`config.mk`:
```
export PLATFORM = sky130hd
export DESIGN_NAME = can_tx_dual_priority_queue
export DESIGN_NICKNAME = d
export VERILOG_FILES = /design/src/hw/rtl/ctdpq_pkg.sv /design/src/hw/rtl/ctdpq_ram.sv /design/src/hw/rtl/ctdpq_ctrl.sv /design/src/hw/rtl/can_tx_dual_priority_queue.sv
export VERILOG_INCLUDE_DIRS = /design/src /design/src/hw/rtl
export SDC_FILE = /design/constraint.sdc
export NUM_CORES = 2
export LEC_CHECK = 0
export BUFFER_PORTS_ARGS = -buffer_cell sky130_fd_sc_hd__buf_2
export CAP_MARGIN = 20
export CORE_MARGIN = 4
export CORE_UTILIZATION = 51
export DETAILED_ROUTE_END_ITERATION = 16
export PLACE_DENSITY = 0.69
export SYNTH_ARGS = -nofsm -noshare
export SYNTH_HDL_FRONTEND = slang
export SYNTH_SLANG_ARGS = --single-unit
```
`constraint.sdc`:
```
create_clock -name clk -period 24.1 [get_ports clk]
set_input_delay 2.41 -clock clk [delete_from_list [all_inputs] [get_ports clk]]
set_output_delay 2.41 -clock clk [all_outputs]
set_load 0.03 [all_outputs]
```
`src/hw/rtl/can_tx_dual_priority_queue_macros.svh`:
```
// Assertion macros used by the transmit queue control module.
`ifndef CAN_TX_DUAL_PRIORITY_QUEUE_MACROS_SVH
`define CAN_TX_DUAL_PRIORITY_QUEUE_MACROS_SVH

// Checked on every clock edge outside reset.
`define CTDPQ_ASSERT(lbl, prop) \
  lbl: assert property (@(posedge clk) disable iff (rst) prop) \
    else $error("ctdpq assertion failed");

// Checked on every clock edge, reset included.
`define CTDPQ_ASSERT_ALWAYS(lbl, prop) \
  lbl: assert property (@(posedge clk) prop) \
    else $error("ctdpq assertion failed");

`endif

```
`src/hw/rtl/ctdpq_pkg.sv`:
```
// Package: types, sizes and codes of the CAN transmit dual priority queue.
package ctdpq_pkg;

  localparam int DEPTH     = 16;
  localparam int PTR_W     = $clog2(DEPTH);
  localparam int CNT_W     = $clog2(DEPTH + 1);
  localparam int LIMIT_W   = 5;
  localparam int PEND_W    = 6;
  localparam int CLS_W     = 3;
  localparam int CFG_W     = 5;
  localparam int CFG_IDX_W = 1;

  localparam logic [1:0] FUNC_ENQ     = 2'd0;
  localparam logic [1:0] FUNC_DEQ     = 2'd1;
  localparam logic [1:0] FUNC_CLR     = 2'd2;
  localparam logic [1:0] FUNC_RESTORE = 2'd3;

  localparam logic [CFG_IDX_W-1:0] CFG_PAUSED = 1'd0;
  localparam logic [CFG_IDX_W-1:0] CFG_LIMIT  = 1'd1;

  localparam logic [LIMIT_W-1:0] LIMIT_RESET = 5'd16;

  typedef struct packed {
    logic [1:0]  func;
    logic [10:0] can_id;
    logic [3:0]  dlc;
    logic [63:0] payload;
    logic        urgent;
  } req_t;

  typedef struct packed {
    logic              accepted;
    logic              frame_valid;
    logic [10:0]       out_can_id;
    logic [3:0]        out_dlc;
    logic [63:0]       out_payload;
    logic [PEND_W-1:0] pending_count;
    logic [CLS_W-1:0]  service_class;
  } rsp_t;

  typedef struct packed {
    logic [10:0] can_id;
    logic [3:0]  dlc;
    logic [63:0] payload;
  } entry_t;

  typedef struct packed {
    logic              paused;
    logic [LIMIT_W-1:0] queue_limit;
  } cfg_t;

  typedef struct packed {
    logic             we_urgent;
    logic             we_normal;
    logic [PTR_W-1:0] waddr;
    entry_t           wdata;
    logic             re;
    logic             rd_urgent;
    logic [PTR_W-1:0] raddr;
  } mem_req_t;

  typedef struct packed {
    logic              accepted;
    logic [PEND_W-1:0] pending_count;
    logic [CLS_W-1:0]  service_class;
  } stat_t;

endpackage

```
`src/hw/rtl/ctdpq_ram.sv`:
```
// Generic single-write, single-read RAM with registered read data.
module ctdpq_ram #(
  parameter int WIDTH = 8,
  parameter int DEPTH = 16
) (
  input  logic                     clk,
  input  logic                     we,
  input  logic [$clog2(DEPTH)-1:0] waddr,
  input  logic [WIDTH-1:0]         wdata,
  input  logic                     re,
  input  logic [$clog2(DEPTH)-1:0] raddr,
  output logic [WIDTH-1:0]         rdata
);

  logic [WIDTH-1:0] mem [DEPTH];

  always_ff @(posedge clk) begin
    if (we) begin
      mem[waddr] <= wdata;
    end
    if (re) begin
      rdata <= mem[raddr];
    end
  end

endmodule

```
`src/hw/rtl/ctdpq_ctrl.sv`:
```
// Queue control: read pointers, fill counts, classification and memory requests.
`include "can_tx_dual_priority_queue_macros.svh"

module ctdpq_ctrl (
  input  logic                clk,
  input  logic                rst,
  input  logic                acc,
  input  ctdpq_pkg::req_t     req,
  input  ctdpq_pkg::cfg_t     cfg,
  output ctdpq_pkg::mem_req_t mem,
  output ctdpq_pkg::stat_t    stat
);
  import ctdpq_pkg::*;

  localparam logic [CLS_W-1:0] CLS_NMT   = 3'd0;
  localparam logic [CLS_W-1:0] CLS_SYNC  = 3'd1;
  localparam logic [CLS_W-1:0] CLS_EMCY  = 3'd2;
  localparam logic [CLS_W-1:0] CLS_SDO   = 3'd3;
  localparam logic [CLS_W-1:0] CLS_PDO   = 3'd4;
  localparam logic [CLS_W-1:0] CLS_HBEAT = 3'd5;
  localparam logic [CLS_W-1:0] CLS_OTHER = 3'd6;

  localparam logic [10:0] ID_NMT     = 11'h000;
  localparam logic [10:0] ID_SYNC    = 11'h080;
  localparam logic [10:0] FC_MASK    = 11'h780;
  localparam logic [10:0] FC_EMCY    = 11'h100;
  localparam logic [10:0] FC_SDO_TX  = 11'h580;
  localparam logic [10:0] FC_SDO_RX  = 11'h600;
  localparam logic [10:0] FC_PDO1_TX = 11'h180;
  localparam logic [10:0] FC_PDO1_RX = 11'h200;
  localparam logic [10:0] FC_HBEAT   = 11'h700;
  localparam logic [3:0]  DLC_MAX    = 4'd8;

  localparam int CMP_W = (CNT_W > LIMIT_W) ? CNT_W : LIMIT_W;
  localparam int SUM_W = (CNT_W + 1 > PEND_W) ? CNT_W + 1 : PEND_W;
  localparam logic [PTR_W:0]   DEPTH_P = (PTR_W + 1)'(DEPTH);
  localparam logic [CMP_W-1:0] DEPTH_C = CMP_W'(DEPTH);
  localparam logic [PTR_W-1:0] PTR_LAST = PTR_W'(DEPTH - 1);

  function automatic logic [CLS_W-1:0] classify(input logic [10:0] id);
    logic [10:0] fc;
    fc = id & FC_MASK;
    priority if (id == ID_NMT) return CLS_NMT;
    else if (id == ID_SYNC) return CLS_SYNC;
    else if (fc == FC_EMCY) return CLS_EMCY;
    else if (fc == FC_SDO_TX || fc == FC_SDO_RX) return CLS_SDO;
    else if (fc == FC_PDO1_TX || fc == FC_PDO1_RX) return CLS_PDO;
    else if (fc == FC_HBEAT) return CLS_HBEAT;
    else return CLS_OTHER;
  endfunction

  function automatic logic [PTR_W-1:0] ptr_inc(input logic [PTR_W-1:0] p);
    return (p == PTR_LAST) ? '0 : p + 1'b1;
  endfunction

  logic [PTR_W-1:0] u_rd, u_rd_next, n_rd, n_rd_next;
  logic [CNT_W-1:0] u_fill, u_fill_next, n_fill, n_fill_next;

  logic [CLS_W-1:0] cls;
  logic             sel_urgent;
  logic             do_push;
  logic             push_ok;
  logic [CNT_W-1:0] fill_sel;
  logic [PTR_W-1:0] rd_sel;
  logic [CMP_W-1:0] eff_limit;
  logic [PTR_W:0]   wsum;
  logic             deq_u, deq_n;
  logic [3:0]       dlc_sat;
  logic [SUM_W-1:0] pend_sum;

  always_comb begin
    cls        = classify(req.can_id);
    sel_urgent = (req.func == FUNC_ENQ) ? req.urgent : (cls != CLS_OTHER);
    do_push    = ((req.func == FUNC_ENQ) && !cfg.paused) || (req.func == FUNC_RESTORE);
    fill_sel   = sel_urgent ? u_fill : n_fill;
    rd_sel     = sel_urgent ? u_rd : n_rd;
    eff_limit  = (CMP_W'(cfg.queue_limit) > DEPTH_C) ? DEPTH_C : CMP_W'(cfg.queue_limit);
    push_ok    = do_push && (CMP_W'(fill_sel) < eff_limit);
    wsum       = (PTR_W + 1)'(rd_sel) + (PTR_W + 1)'(fill_sel);
    if (wsum >= DEPTH_P) begin
      wsum = wsum - DEPTH_P;
    end
    deq_u   = (req.func == FUNC_DEQ) && (u_fill != '0);
    deq_n   = (req.func == FUNC_DEQ) && (u_fill == '0) && (n_fill != '0);
    dlc_sat = (req.dlc > DLC_MAX) ? DLC_MAX : req.dlc;

    u_rd_next   = u_rd;
    n_rd_next   = n_rd;
    u_fill_next = u_fill;
    n_fill_next = n_fill;
    if (req.func == FUNC_CLR) begin
      u_rd_next   = '0;
      n_rd_next   = '0;
      u_fill_next = '0;
      n_fill_next = '0;
    end else if (deq_u) begin
      u_rd_next   = ptr_inc(u_rd);
      u_fill_next = u_fill - 1'b1;
    end else if (deq_n) begin
      n_rd_next   = ptr_inc(n_rd);
      n_fill_next = n_fill - 1'b1;
    end else if (push_ok && sel_urgent) begin
      u_fill_next = u_fill + 1'b1;
    end else if (push_ok) begin
      n_fill_next = n_fill + 1'b1;
    end

    pend_sum = SUM_W'(u_fill_next) + SUM_W'(n_fill_next);

    mem.we_urgent    = acc && push_ok && sel_urgent;
    mem.we_normal    = acc && push_ok && !sel_urgent;
    mem.waddr        = wsum[PTR_W-1:0];
    mem.wdata        = '{can_id: req.can_id, dlc: dlc_sat, payload: req.payload};
    mem.re           = acc && (deq_u || deq_n);
    mem.rd_urgent    = deq_u;
    mem.raddr        = deq_u ? u_rd : n_rd;

    stat.accepted      = push_ok;
    stat.pending_count = pend_sum[PEND_W-1:0];
    stat.service_class = (req.func == FUNC_RESTORE) ? cls : CLS_NMT;
  end

  always_ff @(posedge clk) begin
    if (rst) begin
      u_rd   <= '0;
      n_rd   <= '0;
      u_fill <= '0;
      n_fill <= '0;
    end else if (acc) begin
      u_rd   <= u_rd_next;
      n_rd   <= n_rd_next;
      u_fill <= u_fill_next;
      n_fill <= n_fill_next;
    end
  end

  `CTDPQ_ASSERT(a_fill_bound, (CMP_W'(u_fill) <= DEPTH_C) && (CMP_W'(n_fill) <= DEPTH_C))
  `CTDPQ_ASSERT(a_push_urgent, acc && push_ok && sel_urgent && (req.func != FUNC_DEQ) |=> u_fill == $past(u_fill) + 1'b1)
  `CTDPQ_ASSERT(a_deq_urgent_first, acc && deq_u |=> (u_fill == $past(u_fill) - 1'b1) && $stable(n_fill))
  `CTDPQ_ASSERT(a_clear, acc && (req.func == FUNC_CLR) |=> (u_fill == '0) && (n_fill == '0))
  `CTDPQ_ASSERT(a_single_write, !(mem.we_urgent && mem.we_normal) && !(mem.re && (mem.we_urgent || mem.we_normal)))

endmodule

```
`src/hw/rtl/can_tx_dual_priority_queue.sv`:
```
// Top level of the CAN transmit dual priority queue.
// Two FIFOs of DEPTH frames (urgent and normal) kept in two entry memories with
// registered read data. An enqueue, restore, clear or dequeue finding no frame
// is registered into the output register when accepted; a dequeue that finds a
// frame reads its entry memory, enters ST_READ, then registers that data. A new
// item is taken once the previous one has finished and the output register is
// empty or being drained in the same cycle. Dequeue serves the urgent FIFO first;
// restore routes by the CANopen function code of the identifier and ignores pause.
// No clearing pass is needed after reset: fill counts track occupancy.
module can_tx_dual_priority_queue (
  input  logic                              clk,
  input  logic                              rst,
  input  logic                              req_valid,
  output logic                              req_ready,
  input  ctdpq_pkg::req_t                   req,
  output logic                              rsp_valid,
  input  logic                              rsp_ready,
  output ctdpq_pkg::rsp_t                   rsp,
  input  logic                              cfg_we,
  input  logic [ctdpq_pkg::CFG_IDX_W-1:0]   cfg_index,
  input  logic [ctdpq_pkg::CFG_W-1:0]       cfg_data
);
  import ctdpq_pkg::*;

  localparam logic ST_IDLE = 1'b0;
  localparam logic ST_READ = 1'b1;

  logic     state;
  logic     acc;
  cfg_t     cfg;
  mem_req_t mem;
  stat_t    stat;
  logic     rd_urgent;
  logic [PEND_W-1:0] hold_count;
  entry_t   u_rdata, n_rdata, rd_entry;

  always_ff @(posedge clk) begin
    if (rst) begin
      cfg.paused      <= 1'b0;
      cfg.queue_limit <= LIMIT_RESET;
    end else if (cfg_we) begin
      unique case (cfg_index)
        CFG_PAUSED: cfg.paused      <= cfg_data[0];
        CFG_LIMIT:  cfg.queue_limit <= cfg_data[LIMIT_W-1:0];
      endcase
    end
  end

  assign req_ready = (state == ST_IDLE) && (!rsp_valid || rsp_ready);
  assign acc       = req_valid && req_ready;

  ctdpq_ctrl u_ctrl (
    .clk  (clk),
    .rst  (rst),
    .acc  (acc),
    .req  (req),
    .cfg  (cfg),
    .mem  (mem),
    .stat (stat)
  );

  ctdpq_ram #(.WIDTH($bits(entry_t)), .DEPTH(DEPTH)) u_ram_urgent (
    .clk   (clk),
    .we    (mem.we_urgent),
    .waddr (mem.waddr),
    .wdata (mem.wdata),
    .re    (mem.re && mem.rd_urgent),
    .raddr (mem.raddr),
    .rdata (u_rdata)
  );

  ctdpq_ram #(.WIDTH($bits(entry_t)), .DEPTH(DEPTH)) u_ram_normal (
    .clk   (clk),
    .we    (mem.we_normal),
    .waddr (mem.waddr),
    .wdata (mem.wdata),
    .re    (mem.re && !mem.rd_urgent),
    .raddr (mem.raddr),
    .rdata (n_rdata)
  );

  assign rd_entry = rd_urgent ? u_rdata : n_rdata;

  always_ff @(posedge clk) begin
    if (rst) begin
      state     <= ST_IDLE;
      rsp_valid <= 1'b0;
    end else begin
      unique case (state)
        ST_IDLE: begin
          if (acc && mem.re) begin
            state     <= ST_READ;
            rsp_valid <= 1'b0;
          end else if (acc) begin
            rsp_valid <= 1'b1;
          end else if (rsp_ready) begin
            rsp_valid <= 1'b0;
          end
        end
        ST_READ: begin
          state     <= ST_IDLE;
          rsp_valid <= 1'b1;
        end
        default: state <= ST_IDLE;
      endcase
    end
  end

  always_ff @(posedge clk) begin
    if (acc) begin
      rd_urgent  <= mem.rd_urgent;
      hold_count <= stat.pending_count;
      rsp <= '{accepted: stat.accepted, frame_valid: 1'b0, out_can_id: '0, out_dlc: '0,
               out_payload: '0, pending_count: stat.pending_count,
               service_class: stat.service_class};
    end else if (state == ST_READ) begin
      rsp <= '{accepted: 1'b0, frame_valid: 1'b1, out_can_id: rd_entry.can_id,
               out_dlc: rd_entry.dlc, out_payload: rd_entry.payload,
               pending_count: hold_count, service_class: '0};
    end
  end

endmodule

```
==> impl_metrics.py <==
metrics = {
    "status": {
        "status": "completed",
    },
    "timing": {
        "fin_skew_ps": 59.1,
        "worst_pin_slew_ps": 1160,
        "hold_ws_ps": 455,
        "slew_viol_final": 0,
        "fin_crit_sh_pct": 36.2,
        "slew_headroom_pct": 22.7,
        "rsz0062_at_grt": "no",
        "setup_viol": 0,
        "setup_tns_ps": 0,
        "fin_crit_ps": 8730,
        "max_freq_ghz": 0.115,
        "hold_viol": 0,
    },
    "floorplanning": {
        "fp.dieH_um": 467,
        "num_rows": 168,
        "die_area_sq_um": 218000,
        "die_w_um": 467,
        "io_pins": 185,
        "core-area_sq_um": 210000,
        "start_util_pct": 51.3,
    },
    "finish": {
        "final_common_cell": "edfxtp_1",
        "final_util_pct": 57.8,
        "area_growth_pct": 12.6,
        "nets": 5793,
        "final_cell_area_sq_um": 121000,
        "fillers": 15100,
        "final_cell_mix": "edfxtp_1 (2703), nand2_1 (693), mux4_2 (590)",
        "layout-drive-gt1-share_pct": 24.0,
    },
    "grt": {
        "antenna_found_initial": 14,
        "grt_pass1_vias": 54300,
        "grt_overflow_total": 0,
        "grt_start_max_net_pins": 152,
        "track_usage_pct": 23.4,
        "grt_pass1_wl_mm": 375,
    },
    "detailed_routing": {
        "drtAntennaViolNets": 0,
        "wl_per_cell_um": 29.3,
        "num_vias": 54100,
        "first_iter_violations": 6411,
        "drc": 0,
        "route.final.wire_length_mm": 255,
        "via_per_inst": 6.22,
        "first_pass_iters": 6,
    },
    "synth": {
        "synthArstFlopShare_pct": 0,
        "synth_enable_flop_cells": 2703,
        "netlist_instances": 5408,
        "synth_area_per_cell_sq_um": 19.9,
        "synth_nets": 5519,
        "ys.warnings.count": 0,
        "ys.flop_type": "edfxtp_1",
        "synth-seq-cells": 2809,
        "synth_cell_types": 61,
        "ys_seq_area_share_pct": 77.5,
        "synth_area_sq_um": 107000,
    },
    "clock_tree": {
        "cts_made_buffers": 298,
        "cts_root_buf": "clkbuf_16",
        "path_clk_slew_ps": 60,
        "cts_buffer_depth": 4,
        "cts.sinks": 2809,
        "cts_setup_buffers": 0,
        "postCtsHoldBufs": 0,
        "h-tree-depth": 5,
        "cts_tree": "built",
        "cts-resized-gates": 0,
        "clk_latency_ps": 940,
    },
    "place": {
        "io_buffers": 184,
        "place.gp.congestion": 0.798,
        "dpl_cell_area_sq_um": 112000,
        "hpwl_mm": 130,
    },
    "power": {
        "power.total_mw": 10.0,
        "powerDensity_nw_per_um2": 82.8,
        "vdd_ir_drop_max_v": 0.0000595,
        "leakage_nw": 39.3,
    },
    "setup_path": {
        "path_max_fanout": 33,
        "critPathCaptureType": "register",
        "crit_arrival_ps": 9260,
        "start_kind": "input port",
        "critPathKind": "in2reg",
        "crit_required_ps": 24620,
    },
    "worst_hold_path": {
        "hold_path_class": "reg2reg",
    },
    "job": {
        "cap_violations": 0,
    },
}
per-layer routing:
metal  vias up  GRT usage [%]  routed length [um]
li1      22500              -                   -
met1     28800           33.9              105000
met2      2365           37.0              123000
met3       424           4.47               20800
met4         6           6.11                6070
met5         -              0                  34
path summary, 6_finish.rpt:
| kind | startpoint | to | slack (ps) | cells after the start |
|---|---|---|---|---|
| worst max-delay path | req[70] | u_ram_urgent.mem[3][55] | 15370 | 16 |
| worst min-delay path | rsp[84] | rsp[84] | 450 | 2 |
| worst max register to register | u_ctrl.u_fill[0] | u_ram_urgent.rdata[13] | 16380 | 15 |
| worst min register to register | rsp[84] | rsp[84] | 450 | 2 |
cell families (layout without fill, tap and decap cells):
family	count (synthesis)	in the layout	share of synthesized area [%]
compound gates	520	520	3.25
flops	2809	2809	77.5
mux	681	681	13.3
other cells	0	4	0
simple gates	1029	1029	4.16
fa+ha+maj	19	19	0.233
xor+xnor	13	13	0.106
buf+inv	337	821	1.44
report_power, final:
group,internal (mW),switching (mW)
Clock,2.58,1.80
Combinational,0.0685,0.177
Sequential,5.38,0.0124
Total,8.03,1.99
synthesized netlist by cell type, types with 3 or more instances:
cell type  instances  area (sq um)
a211oi_1         145          1090
a21o_1             6          45.0
a21oi_1           24           120
a22o_1             5          43.8
a22oi_1            5          37.5
a311oi_1          41           359
a31oi_1          162          1010
and2_1           141           882
and3_1            25           156
buf_1             32           120
buf_2             48           240
buf_6             29           327
clkbuf_1         209           785
dfxtp_1          106          2120
edfxtp_1        2703         81200
ha_1              16           200
inv_1             17          63.8
mux2_2            81           912
mux2i_1           10           100
mux4_2           590         13300
nand2_1          695          2610
nand2b_1           8          50.1
nand3_1           58           290
nand4_1            6          37.5
nor2_1            61           229
nor2b_1            8          50.1
nor3_1            11          55.1
o21a_1             3          22.5
o21ai_0          105           526
o31ai_1            3          22.5
or3_1              4          25.0
xnor2_1            9          78.8
xor2_1             4          35.0
worst max-delay path, stage by stage:
cell and delay (ps):
buf_2 280, nor4_1 620, and3_1 370, o21ba_1 610
nand2_1 130, nand2_1 90, ha_1 240, a221o_1 400
a211o_1 290, o32ai_1 240, a21oi_2 300, nor2_1 470
nand4_1 470, nor2_4 910, buf_4 590, buf_4 690
registers in the layout, indices dropped and copies added, names as in the netlist:
| register | flops |
|---|---|
| u_ctrl.u_rd | 4 |
| hold_count | 6 |
| state | 1 |
| cfg | 6 |
| u_ram_normal.rdata | 79 |
| u_ram_urgent.mem | 1264 |
| u_ctrl.n_fill | 5 |
| u_ram_normal.mem | 1264 |
| rsp_valid | 1 |
| u_ctrl.n_rd | 4 |
| u_ctrl.u_fill | 5 |
| u_ram_urgent.rdata | 79 |
| rsp | 90 |
| rd_urgent | 1 |
final cells by class:
type | instances | area (sq um) | area share (%)
inverters | 18 | 72.6 | 0.0600
well taps | 2805 | 3510 | 2.90
repair buffers | 293 | 1970 | 1.62
flip-flops and latches | 2809 | 83300 | 68.8
clock inverters | 135 | 1260 | 1.05
clock buffers | 375 | 7970 | 6.58
diodes | 4 | 10.0 | 0.00827
multi-input cells | 2262 | 23000 | 19.0
stage by stage:
step	cells	setup WS [ps]
after floorplan	5408	14690
after global placement	8183	14220
after detailed placement	8185	14180
after CTS	8695	15160
after global routing	8697	14980
final	8701	15370
Note: power is estimated with default switching activity, not from simulation.
